--- config.mk ---
export PLATFORM = sky130hd
export DESIGN_NAME = gouraud_scanline_fill_unit
export DESIGN_NICKNAME = d
export VERILOG_FILES = /design/src/sv/gsf_pkg.sv /design/src/sv/gsf_divider.sv /design/src/sv/gsf_datapath.sv /design/src/sv/gsf_controller.sv /design/src/sv/gouraud_scanline_fill_unit.sv
export SDC_FILE = /design/constraint.sdc
export NUM_CORES = 2
export LEC_CHECK = 0
export BUFFER_PORTS_ARGS = -buffer_cell sky130_fd_sc_hd__buf_2
export CAP_MARGIN = 30
export CORE_MARGIN = 3
export CORE_UTILIZATION = 65
export DETAILED_ROUTE_END_ITERATION = 10
export GPL_ROUTABILITY_DRIVEN = 0
export PLACE_DENSITY_LB_ADDON = 0.15
export SYNTH_ARGS = -nofsm -noshare
export SYNTH_HDL_FRONTEND = slang
export SYNTH_SLANG_ARGS = --single-unit
--- constraint.sdc ---
create_clock -name clock -period 16.7 [get_ports clock]
set_input_delay 1.67 -clock clock [delete_from_list [all_inputs] [get_ports clock]]
set_output_delay 1.67 -clock clock [all_outputs]
set_load 0.005 [all_outputs]
--- src/sv/gsf_pkg.sv ---
// Package: shared types, constants and widths for the scanline fill unit.
`default_nettype none
package gsf_pkg;
   localparam int NumVerticesDefault = 4;
   localparam int GridSideDefault    = 32;
   localparam int MaxOut             = 32;
   localparam int CoordW             = 5;
   localparam int IntenW             = 8;
   localparam int IdxW               = 2;
   localparam int FracW              = 16;
   // Q16 values: x and intensity up to 2^13 magnitude after extrapolation,
   // slopes up to 2^24; 48 bits covers every intermediate.
   localparam int ValW               = 48;

   typedef struct packed {
      logic              mode;
      logic [IdxW-1:0]   vertex_index;
      logic [CoordW-1:0] vertex_x;
      logic [CoordW-1:0] vertex_y;
      logic [IntenW-1:0] vertex_intensity;
      logic [CoordW-1:0] scan_y;
   } req_type;

   typedef struct packed {
      logic [CoordW-1:0] pixel_x;
      logic [CoordW-1:0] pixel_y;
      logic [IntenW-1:0] color_index;
      logic              span_end;
   } rsp_type;

   // datapath operation codes
   typedef enum logic [3:0] {
      OP_NONE,
      OP_LOAD,
      OP_SCAN_EDGE,
      OP_PAIR,
      OP_EDGE_PREP,
      OP_EDGE_EVAL,
      OP_ORDER,
      OP_SPAN_PREP,
      OP_SPAN_START,
      OP_PIXEL
   } op_type;

   typedef struct packed {
      op_type op;
      logic   div_start;
   } cmd_type;

   typedef struct packed {
      logic div_done;
      logic scan_last;
      logic pixel_last;
      logic in_grid_row;
   } status_type;
endpackage
`default_nettype wire

--- src/sv/gsf_divider.sv ---
// Signed restoring divider, one quotient bit per cycle, truncating toward zero.
`default_nettype none
module gsf_divider (
   input  wire logic                      clock,
   input  wire logic                      reset,
   input  wire logic                      start,
   input  wire logic [gsf_pkg::ValW-1:0]  dividend,
   input  wire logic [gsf_pkg::ValW-1:0]  divisor,
   output logic                           done,
   output logic [gsf_pkg::ValW-1:0]       quotient
);
   import gsf_pkg::*;
   localparam int CntW = $clog2(ValW + 1);

   logic [ValW-1:0] rem_ff, rem_in, quo_ff, quo_in, den_ff, den_in;
   logic [CntW-1:0] cnt_ff, cnt_in;
   logic            busy_ff, busy_in, neg_ff, neg_in, done_ff, done_in, zero_ff, zero_in;
   logic [ValW:0]   trial;
   logic [ValW-1:0] shifted;

   always_comb begin
      rem_in = rem_ff; quo_in = quo_ff; den_in = den_ff; cnt_in = cnt_ff;
      busy_in = busy_ff; neg_in = neg_ff; done_in = 1'b0; zero_in = zero_ff;
      shifted = {rem_ff[ValW-2:0], quo_ff[ValW-1]};
      trial = {1'b0, shifted} - {1'b0, den_ff};
      if (start) begin
         quo_in  = dividend[ValW-1] ? -dividend : dividend;
         den_in  = divisor[ValW-1] ? -divisor : divisor;
         neg_in  = dividend[ValW-1] ^ divisor[ValW-1];
         zero_in = (divisor == '0);
         rem_in  = '0;
         cnt_in  = CntW'(ValW);
         busy_in = 1'b1;
      end else if (busy_ff) begin
         if (!trial[ValW]) begin
            rem_in = trial[ValW-1:0];
            quo_in = {quo_ff[ValW-2:0], 1'b1};
         end else begin
            rem_in = shifted;
            quo_in = {quo_ff[ValW-2:0], 1'b0};
         end
         cnt_in = cnt_ff - 1'b1;
         if (cnt_ff == CntW'(1)) begin
            busy_in = 1'b0;
            done_in = 1'b1;
         end
      end
   end

   always_ff @(posedge clock) begin
      rem_ff <= rem_in; quo_ff <= quo_in; den_ff <= den_in; cnt_ff <= cnt_in;
      neg_ff <= neg_in; zero_ff <= zero_in;
      if (reset) begin
         busy_ff <= 1'b0;
         done_ff <= 1'b0;
      end else begin
         busy_ff <= busy_in;
         done_ff <= done_in;
      end
   end

   assign done     = done_ff;
   assign quotient = zero_ff ? '0 : (neg_ff ? -quo_ff : quo_ff);
endmodule
`default_nettype wire

--- src/sv/gsf_datapath.sv ---
// Datapath: vertex store, active pair, edge evaluation and span stepping.
`default_nettype none
module gsf_datapath #(
   parameter int NUM_VERTICES = gsf_pkg::NumVerticesDefault,
   parameter int GRID_SIDE    = gsf_pkg::GridSideDefault
) (
   input  wire logic                clock,
   input  wire logic                reset,
   input  wire gsf_pkg::req_type    req,
   input  wire gsf_pkg::cmd_type    cmd,
   input  wire logic                edge_sel,   // which edge / field being evaluated
   input  wire logic                field_sel,
   output gsf_pkg::status_type      status,
   output gsf_pkg::rsp_type         rsp_payload,
   output logic                     rsp_strobe
);
   import gsf_pkg::*;
   localparam int VW   = $clog2(NUM_VERTICES);
   localparam int OutW = $clog2(MaxOut + 1);

   typedef struct packed {
      logic [CoordW-1:0] x;
      logic [CoordW-1:0] y;
      logic [IntenW-1:0] inten;
   } vert_type;

   vert_type        store_ff [NUM_VERTICES];
   logic [VW-1:0]   top_ff [2], bot_ff [2], ctop_ff [2], cbot_ff [2];
   logic [1:0]      cnt_ff;
   logic [VW-1:0]   k_ff;
   logic [CoordW-1:0] line_ff;
   logic signed [ValW-1:0] dval_ff, base_ff, dyl_ff, slope_ff;
   logic signed [ValW-1:0] ev_ff [2][2];          // [edge][field]
   logic signed [ValW-1:0] li_ff, di_ff, ir_ff;
   logic signed [ValW-1:0] col_ff, end_ff;
   logic [OutW-1:0] n_ff;
   logic            strobe_ff;
   rsp_type         rsp_ff;
   logic            div_done;
   logic [ValW-1:0] quo, div_num, div_den;

   // combinational helpers
   logic [VW-1:0]   ka, kb, tv, bv, et, eb;
   logic            take;
   vert_type        vt, vb;
   logic signed [ValW-1:0] dy, nxt_li, nxt_col;
   logic            col_ok, emit, last_pix;
   // row offset is within +/-31, edge slope within +/-2^24
   logic signed [6:0]  row_off;
   logic signed [25:0] quo_s;
   logic signed [32:0] prod;

   always_comb begin
      ka = k_ff;
      kb = (k_ff == VW'(NUM_VERTICES - 1)) ? '0 : k_ff + 1'b1;
      if (store_ff[ka].y < store_ff[kb].y) begin
         tv = kb; bv = ka;
      end else begin
         tv = ka; bv = kb;
      end
      take = (store_ff[ka].y != store_ff[kb].y) && (cnt_ff < 2'd2) &&
             (line_ff >= store_ff[bv].y) && (line_ff < store_ff[tv].y);
      et = top_ff[edge_sel];
      eb = bot_ff[edge_sel];
      vt = store_ff[et];
      vb = store_ff[eb];
      dy = ValW'(signed'({1'b0, vt.y})) - ValW'(signed'({1'b0, vb.y}));
      row_off = slope_ff[6:0];
      quo_s   = quo[25:0];
      prod    = row_off * quo_s;
      nxt_li = li_ff + di_ff;
      if (di_ff < 0) begin
         if (nxt_li < ir_ff) nxt_li = ir_ff;
      end else if (nxt_li > ir_ff) begin
         nxt_li = ir_ff;
      end
      nxt_col  = col_ff + 1;
      col_ok   = (col_ff >= 0) && (col_ff < GRID_SIDE);
      emit     = col_ok && (col_ff <= end_ff);
      // no later column can be emitted: past the span, past the grid, or full
      last_pix = (nxt_col > end_ff) || (nxt_col >= GRID_SIDE) ||
                 (emit && n_ff == OutW'(MaxOut - 1));
   end

   assign div_num = cmd.op == OP_SPAN_PREP ?
                    ValW'((ev_ff[1][1] - ev_ff[0][1]) <<< FracW) : ValW'(dval_ff <<< FracW);
   assign div_den = cmd.op == OP_SPAN_PREP ? ValW'(ev_ff[1][0] - ev_ff[0][0]) : ValW'(dyl_ff);

   gsf_divider u_div (
      .clock(clock), .reset(reset), .start(cmd.div_start),
      .dividend(div_num), .divisor(div_den), .done(div_done), .quotient(quo)
   );

   always_ff @(posedge clock) begin
      if (reset) begin
         top_ff    <= '{default: '0};
         bot_ff    <= '{default: '0};
         strobe_ff <= 1'b0;
      end else begin
         strobe_ff <= (cmd.op == OP_PIXEL) && emit;
         case (cmd.op)
            OP_LOAD: begin
               if (!req.mode && 32'(req.vertex_index) < NUM_VERTICES)
                  store_ff[VW'(req.vertex_index)] <= {req.vertex_x, req.vertex_y,
                                                       req.vertex_intensity};
               line_ff <= req.scan_y;
               k_ff    <= '0;
               cnt_ff  <= '0;
            end
            OP_SCAN_EDGE: begin
               if (take) begin
                  ctop_ff[cnt_ff[0]] <= tv;
                  cbot_ff[cnt_ff[0]] <= bv;
                  cnt_ff <= cnt_ff + 1'b1;
               end
               k_ff <= k_ff + 1'b1;
            end
            OP_PAIR: begin
               if (cnt_ff == 2'd2) begin
                  top_ff <= ctop_ff;
                  bot_ff <= cbot_ff;
               end
            end
            OP_EDGE_PREP: begin
               // latch operands of current edge/field
               dval_ff <= field_sel ? ValW'(signed'({1'b0, vt.inten})) -
                                      ValW'(signed'({1'b0, vb.inten}))
                                    : ValW'(signed'({1'b0, vt.x})) -
                                      ValW'(signed'({1'b0, vb.x}));
               base_ff <= (field_sel ? ValW'(signed'({1'b0, vb.inten}))
                                     : ValW'(signed'({1'b0, vb.x}))) <<< FracW;
               dyl_ff  <= dy;
               slope_ff <= ValW'(signed'({1'b0, line_ff})) -
                           ValW'(signed'({1'b0, vb.y}));
            end
            OP_EDGE_EVAL: begin
               ev_ff[edge_sel][field_sel] <= base_ff + ValW'(prod);
            end
            OP_ORDER: begin
               if (ev_ff[0][0] > ev_ff[1][0]) begin
                  top_ff[0] <= top_ff[1]; top_ff[1] <= top_ff[0];
                  bot_ff[0] <= bot_ff[1]; bot_ff[1] <= bot_ff[0];
               end
            end
            OP_SPAN_START: begin
               li_ff  <= ev_ff[0][1];
               ir_ff  <= ev_ff[1][1];
               di_ff  <= (ev_ff[1][0] == ev_ff[0][0]) ? '0 : quo;
               col_ff <= (ev_ff[0][0] + (1 <<< (FracW - 1))) >>> FracW;
               end_ff <= (ev_ff[1][0] + (1 <<< (FracW - 1))) >>> FracW;
               n_ff   <= '0;
            end
            OP_PIXEL: begin
               if (emit) begin
                  rsp_ff.pixel_x     <= col_ff[CoordW-1:0];
                  rsp_ff.pixel_y     <= line_ff;
                  rsp_ff.color_index <= li_ff < 0 ? '0 :
                                        ((li_ff >>> FracW) > 255 ? 8'hFF
                                         : li_ff[FracW +: IntenW]);
                  rsp_ff.span_end    <= last_pix;
                  n_ff <= n_ff + 1'b1;
               end
               col_ff <= nxt_col;
               li_ff  <= nxt_li;
            end
            default: ;
         endcase
      end
   end

   // ordering needs the x values recomputed after a swap: the pair is
   // symmetric, so swap the evaluated values too is done by re-evaluation.
   assign status.div_done    = div_done;
   assign status.scan_last   = (k_ff == VW'(NUM_VERTICES - 1));
   assign status.pixel_last  = last_pix;
   assign status.in_grid_row = (32'(line_ff) < GRID_SIDE);
   assign rsp_payload = rsp_ff;
   assign rsp_strobe  = strobe_ff;
endmodule
`default_nettype wire

--- src/sv/gsf_controller.sv ---
// Controller: sequences loading, edge search, edge evaluation and span walk.
`default_nettype none
module gsf_controller (
   input  wire logic               clock,
   input  wire logic               reset,
   input  wire logic               start,
   input  wire logic               mode,
   input  wire gsf_pkg::status_type status,
   output gsf_pkg::cmd_type        cmd,
   output logic                    edge_sel,
   output logic                    field_sel,
   output logic                    busy
);
   import gsf_pkg::*;
   typedef enum logic [3:0] {
      S_IDLE, S_CHECK, S_SCAN, S_PAIR, S_PREP, S_DIV, S_EVAL, S_ORDER, S_SPDIV,
      S_SPWAIT, S_SPSTART, S_PIXEL
   } state_type;

   state_type state_ff;
   logic      edge_ff, field_ff, pass_ff;

   always_comb begin
      cmd = '{op: OP_NONE, div_start: 1'b0};
      case (state_ff)
         S_IDLE:    if (start) cmd.op = OP_LOAD;
         S_SCAN:    cmd.op = OP_SCAN_EDGE;
         S_PAIR:    cmd.op = OP_PAIR;
         S_PREP:    cmd.op = OP_EDGE_PREP;
         S_DIV:     cmd.div_start = 1'b1;
         S_EVAL:    if (status.div_done) cmd.op = OP_EDGE_EVAL;
         S_ORDER:   cmd.op = OP_ORDER;
         S_SPDIV:   begin cmd.op = OP_SPAN_PREP; cmd.div_start = 1'b1; end
         S_SPWAIT:  cmd.op = OP_SPAN_PREP;
         S_SPSTART: cmd.op = OP_SPAN_START;
         S_PIXEL:   cmd.op = OP_PIXEL;
         default:   ;
      endcase
   end

   // evaluation runs twice: first x of both edges for ordering (pass 0),
   // then all four values after ordering (pass 1). Pair latch happens once.
   always_ff @(posedge clock) begin
      if (reset) begin
         state_ff <= S_IDLE;
         edge_ff <= 1'b0; field_ff <= 1'b0; pass_ff <= 1'b0;
      end else begin
         case (state_ff)
            S_IDLE: if (start) begin
               state_ff <= mode ? S_CHECK : S_IDLE;
            end
            S_CHECK: state_ff <= status.in_grid_row ? S_SCAN : S_IDLE;
            S_SCAN: if (status.scan_last) begin
               state_ff <= S_PAIR;
               edge_ff <= 1'b0; field_ff <= 1'b0; pass_ff <= 1'b0;
            end
            S_PAIR: state_ff <= S_PREP;   // new pair only with two active edges
            S_PREP: state_ff <= S_DIV;
            S_DIV:  state_ff <= S_EVAL;
            S_EVAL: if (status.div_done) begin
               if (!pass_ff) begin
                  if (edge_ff) begin
                     state_ff <= S_ORDER;
                  end else begin
                     edge_ff <= 1'b1; state_ff <= S_PREP;
                  end
               end else begin
                  {edge_ff, field_ff} <= {edge_ff, field_ff} + 2'd1;
                  state_ff <= ({edge_ff, field_ff} == 2'd3) ? S_SPDIV : S_PREP;
               end
            end
            S_ORDER: begin
               pass_ff <= 1'b1; edge_ff <= 1'b0; field_ff <= 1'b0;
               state_ff <= S_PREP;
            end
            S_SPDIV:   state_ff <= S_SPWAIT;
            S_SPWAIT:  if (status.div_done) state_ff <= S_SPSTART;
            S_SPSTART: state_ff <= S_PIXEL;
            S_PIXEL:   if (status.pixel_last) state_ff <= S_IDLE;
            default:   state_ff <= S_IDLE;
         endcase
      end
   end

   assign edge_sel  = edge_ff;
   assign field_sel = field_ff;
   assign busy      = (state_ff != S_IDLE);
endmodule
`default_nettype wire

--- src/sv/gouraud_scanline_fill_unit.sv ---
// Top level: Gouraud scanline fill unit, controller plus datapath.
`default_nettype none
// A load transfer never raises busy. A render holds busy through the row check, edge
// search, pair latch, edge divisions (both x values, then all four values) and a span
// division on one shared 48-bit serial divider (one quotient bit a cycle), then span
// column steps; an off-grid row holds busy only for the row check. Each pixel strobes
// the cycle after its column step, the last one as busy falls. One item at a time;
// receiver cannot stall. Sync reset clears control and active pair.
module gouraud_scanline_fill_unit #(
   parameter int NUM_VERTICES = gsf_pkg::NumVerticesDefault,
   parameter int GRID_SIDE    = gsf_pkg::GridSideDefault
) (
   input  wire logic             clock,
   input  wire logic             reset,
   input  wire logic             start,
   output logic                  busy,
   input  wire gsf_pkg::req_type req_payload,
   output logic                  rsp_strobe,
   output gsf_pkg::rsp_type      rsp_payload
);
   import gsf_pkg::*;
   cmd_type    cmd;
   status_type status;
   logic       edge_sel, field_sel;

   // controller: one transfer accepted when start && !busy
   gsf_controller u_ctrl (
      .clock(clock), .reset(reset), .start(start), .mode(req_payload.mode),
      .status(status), .cmd(cmd), .edge_sel(edge_sel), .field_sel(field_sel),
      .busy(busy)
   );

   gsf_datapath #(.NUM_VERTICES(NUM_VERTICES), .GRID_SIDE(GRID_SIDE)) u_dp (
      .clock(clock), .reset(reset), .req(req_payload), .cmd(cmd),
      .edge_sel(edge_sel), .field_sel(field_sel), .status(status),
      .rsp_payload(rsp_payload), .rsp_strobe(rsp_strobe)
   );
endmodule
`default_nettype wire

==> impl_summary.md <==
Outcome
The flow ran to the end, and the final reports show no timing, DRC or antenna violations.

Layout
Summing all non-filler instances in the final layout gives an area of 0.05769 mm². Summing all multi-input logic gate instances after layout gives 0.03033 mm². Of the cells placed in the final design, the portion with a size suffix greater than 1 is 6.793%. After filler insertion, the fill cell instance count of the layout stands at 6,005. The flip-flop and latch area is around 0.021 mm².

The post-layout net count is 5,934. Compared with the post-synthesis result, the final layout area differs by 7.721%.

Placement
Port buffering added around 50 buffers. The HPWL after detailed placement is 110.8 mm. Summing all placed instances gives a cell area of 0.05492 mm².

Synth
Summing the areas of all and, or, nand and nor instances in the mapped netlist gives 15.71% of the synthesized area. The xor/xnor cell area share of the yosys netlist is under 10%. After synthesis, the largest family of logic cells by area is simple AND/OR/NAND/NOR gates. Summing the areas of all compound-gate instances in the mapped netlist gives 14.95% of the synthesized area. Of the post-synthesis cell area, the part taken by muxes is approximately 4.4%.

The number of instances in the synthesized netlist is 5,361. The adder and majority cell fraction of the synthesized area is 14.53%. The synthesized net count is ~5,900. The number of different library cells in the post-synthesis netlist is 98. The post-synthesis sequential element count is between 700 and 800. The async set-or-reset flop fraction in the synthesized netlist is 0%. Yosys printed 0 warnings. The top flip-flop cell by instance count after synthesis is sky130_fd_sc_hd__edfxtp_1. After synthesis the cells add up to 0.05356 mm².

The share of the yosys chip area belonging to registers is 39.57%. The count of flip-flops with a built-in enable after synthesis is 657. The per-instance average area after synthesis is around 10 µm².

STA
The maximum clock rate is 0.1149 GHz. The max-slew headroom at the worst pin is 23.54%. The post-route worst hold slack is 422.9 ps. Setup violations remaining at the end of the flow were counted as 0. The final worst clock skew is 30.42 ps.

The ratio of final minimum period to clock period is a little over half. The slew at the pin closest to its max-slew limit is 1139 ps. Adding up every negative setup slack in the final design gives 0 ps. The final number of hold-violating endpoints is 0. The count of pins over their slew limit is 0. Setup repair after global routing left no endpoint under its margin.

The final critical-path required period is ~8700 ps.

Global route
Entering global routing, the biggest net connects 84 pins. The total congestion overflow after global routing is 0. The all-layer global routing usage is between 30% and 40%. The number of global-route vias before repair came to 40,870. The initial antenna violation count is 5. The global-route wire length before repair is 229.2 mm.

Setup path
The element type at the critical path start is a register. The terminus of the critical flop-to-flop path is u_dp.ev_ff[1][77]. The most critical setup path has its startpoint at u_dp.u_div.neg_ff. The worst register-to-register path has a setup slack of 8000 ps. Of all nets on the critical path, the largest fanout is 26. At the worst endpoint, the required time is 17,140 ps. The critical path is of the reg -> reg type. In this run the critical register-to-register path is launched from u_dp.u_div.neg_ff. For the worst flop-to-flop path, the logic depth is 30. For this run, the slowest stage of the critical path takes 870 ps. STA puts the critical path data arrival time at 9150 ps. The worst setup path is captured at a register. The largest individual stage delay along the critical path comes from the cell sky130_fd_sc_hd__edfxtp_1.

Clocking
The clock latency reported for the late side of the worst-skew pair is around 660 ps. Buffers inserted during clock tree synthesis total 80. In this run, post-CTS repair resized a total of 0 instances. The total clock sinks is 730. TritonCTS built the clock tree. Clock-pin slew was measured on the worst setup and hold paths at approximately 60 ps. The H-tree was split into 3 levels.

The number of buffers inserted by post-CTS setup repair is 0. The clock tree buffer depth is 3. The cell sitting at the root of the clock tree is a sky130_fd_sc_hd__clkbuf_16. The hold-fix buffer count after cts is 0.

Detailed routing
The via-per-instance ratio is 6.494. The detailed-route DRC error count is 0. The post-detailed-route count of antenna-violating nets is 0. After detailed routing, the average wire length per cell comes to 22.67 µm.

For this block, the routed nets add up to around 150 mm of wire. The first detailed-routing pass took 6 iterations. The detailed router finished its first iteration with 3,967 violations. The via count is around 42,000.

Power
The static power due to leakage is between 20 and 25 nW. The worst ir drop on vdd is 0.1127 mV. The ratio of total power to cell area is 108.6 mW/mm².

Worst hold path
The class of the tightest hold or removal check is reg -> reg. The number of stages on the worst hold path is 0. The worst hold path endpoint is u_dp.ir_ff[42].

The startpoint identified for the worst hold timing path is u_dp.ev_ff[1][42].

Floorplan
In this run the standard cell core region covers 0.08107 mm². The die area is around 0.086 mm². The chip height is 293.0 µm. After floorplanning, the core was divided into 104 placement rows.

Once the floorplan was initialized, standard cells occupied 66.06% of the core. 50 I/O pins were placed. The die outline width is 293.0 µm.

Job
The tool flagged a number of max-cap violations equal to 0.
how the worst max path moves through the flow:
| stage | endpoint | slack [ps] |
|---|---|---|
| final | u_dp.ev_ff[1][77] | 8000 |
| after global routing | u_dp.ev_ff[0][77] | 7470 |
| after CTS | u_dp.ev_ff[0][77] | 8110 |
| after detailed placement | u_dp.ev_ff[0][77] | 8110 |
| after global placement | u_dp.ev_ff[0][77] | 8270 |
| after floorplan | u_dp.di_ff[0] | 1770 |
worst max-delay path, delay by kind of cell, from the launching register on:
kind,cells,cell delay (ps)
compound gates,12,2580
xor+xnor,3,670
fa+ha+maj,6,2600
buf+inv,4,880
flops,1,870
simple gates,5,860
cells in the mapped netlist, drive strengths merged, types with 9 or more instances:
library cell    n  area, µm²
edfxtp        657      19730
ha            438       5480
nand2         424       1592
nor2          389       1463
inv           381       1430
a21oi         347       1740
o21ai         296       1493
xnor2         232       2032
a21o          198       1486
xor2          180       1577
and2          172       1076
clkbuf        168      630.6
nor3          116      580.6
fa            115       2302
nand3         102      510.5
mux2i          97      970.9
nand4          90      563.0
dfxtp          73       1461
and3           72      450.4
nor2b          71      451.7
a211oi         59      447.9
mux4           56       1261
nor4           54      371.6
o21a           48      361.6
nand2b         45      281.5
a31oi          43      269.0
o31ai          39      297.8
or3            38      252.7
o21bai         30      225.2
buf            24      113.9
or4            22      172.7
o211ai         21      157.7
or2            21      131.4
and4           16      140.1
nor3b          15      112.6
a211o          14      122.6
a221o          13      130.1
mux2           13      146.4
o41ai          13      128.9
o22ai          12      75.07
o2111ai        11      96.34
nand3b         10      75.07
a21boi          9      67.56
o31a            9      78.83
sequential cells by signal (all words and copies together), names as in the netlist, 8 cells and up, named ones only:
name,flops
u_dp.store_ff,72
u_dp.di_ff,48
u_dp.base_ff,8
u_dp.u_div.quo_ff,48
u_dp.u_div.den_ff,48
u_dp.u_div.rem_ff,47
u_dp.ev_ff,192
u_dp.dval_ff,9
u_dp.ir_ff,48
u_dp.rsp_payload,19
u_dp.end_ff,32
u_dp.col_ff,48
u_dp.li_ff,48
cell type report:
type                    instances  share of cell area, %
diodes                          3                0.01301
clock inverters                51                  1.061
multi-input cells            4057                  52.57
repair buffers                101                  1.152
flip-flops and latches        730                  36.73
well taps                    1060                  2.299
clock buffers                  96                  3.683
inverters                     382                  2.490
report_power, final:
part / internal, mW / total, mW / switching [mW]
Combinational: 0.746 / 2.02 / 1.27
Sequential: 2.29 / 2.39 / 0.102
Clock: 1.09 / 1.86 / 0.772
layout by cell type, fill, tap and decap left out, types with 48 or more instances in the layout:
cell type,count
sky130_fd_sc_hd__edfxtp_1,657
sky130_fd_sc_hd__ha_1,438
sky130_fd_sc_hd__nand2_1,422
sky130_fd_sc_hd__nor2_1,387
sky130_fd_sc_hd__inv_1,380
sky130_fd_sc_hd__a21oi_1,346
sky130_fd_sc_hd__o21ai_0,274
sky130_fd_sc_hd__xnor2_1,231
sky130_fd_sc_hd__a21o_1,197
sky130_fd_sc_hd__xor2_1,180
sky130_fd_sc_hd__and2_1,169
sky130_fd_sc_hd__fa_1,115
sky130_fd_sc_hd__nor3_1,113
sky130_fd_sc_hd__nand3_1,102
sky130_fd_sc_hd__mux2i_1,93
sky130_fd_sc_hd__nand4_1,90
sky130_fd_sc_hd__clkbuf_16,82
sky130_fd_sc_hd__dfxtp_1,72
sky130_fd_sc_hd__and3_1,71
sky130_fd_sc_hd__nor2b_1,70
sky130_fd_sc_hd__a211oi_1,58
sky130_fd_sc_hd__mux4_2,56
sky130_fd_sc_hd__buf_2,50
sky130_fd_sc_hd__nor4_1,48
layer usage:
layer	routed length (µm)	GRT usage, %	vias up
li1	-	-	19560
met3	12080	5.888	411
met4	8012	16.57	8
met2	67960	55.22	1875
met1	58790	44.22	20230
met5	86	0	-
stage by stage:
step,instances,setup slack [ps],power [mW],util [%]
floorplan,5361,1771,3.786,-
global placement,6323,8271,4.311,67.67
detailed placement,6327,8115,4.378,67.75
CTS,6474,8106,6.238,71.12
global route,6477,7475,6.547,71.16
finish,6480,7996,6.265,71.16
kinds of logic (layout without fill, tap and decap cells):
| family | count (synthesis) | count (layout) |
|---|---|---|
| AO/OA/AOI/OAI | 1249 | 1249 |
| XOR/XNOR | 412 | 412 |
| adder cells (fa/ha/maj) | 553 | 553 |
| buffers and inverters | 574 | 630 |
| flip-flops | 730 | 730 |
| multiplexers | 166 | 166 |
| other | 0 | 3 |
| AND/OR/NAND/NOR | 1677 | 1677 |
Power figures use the tool's default switching activity.
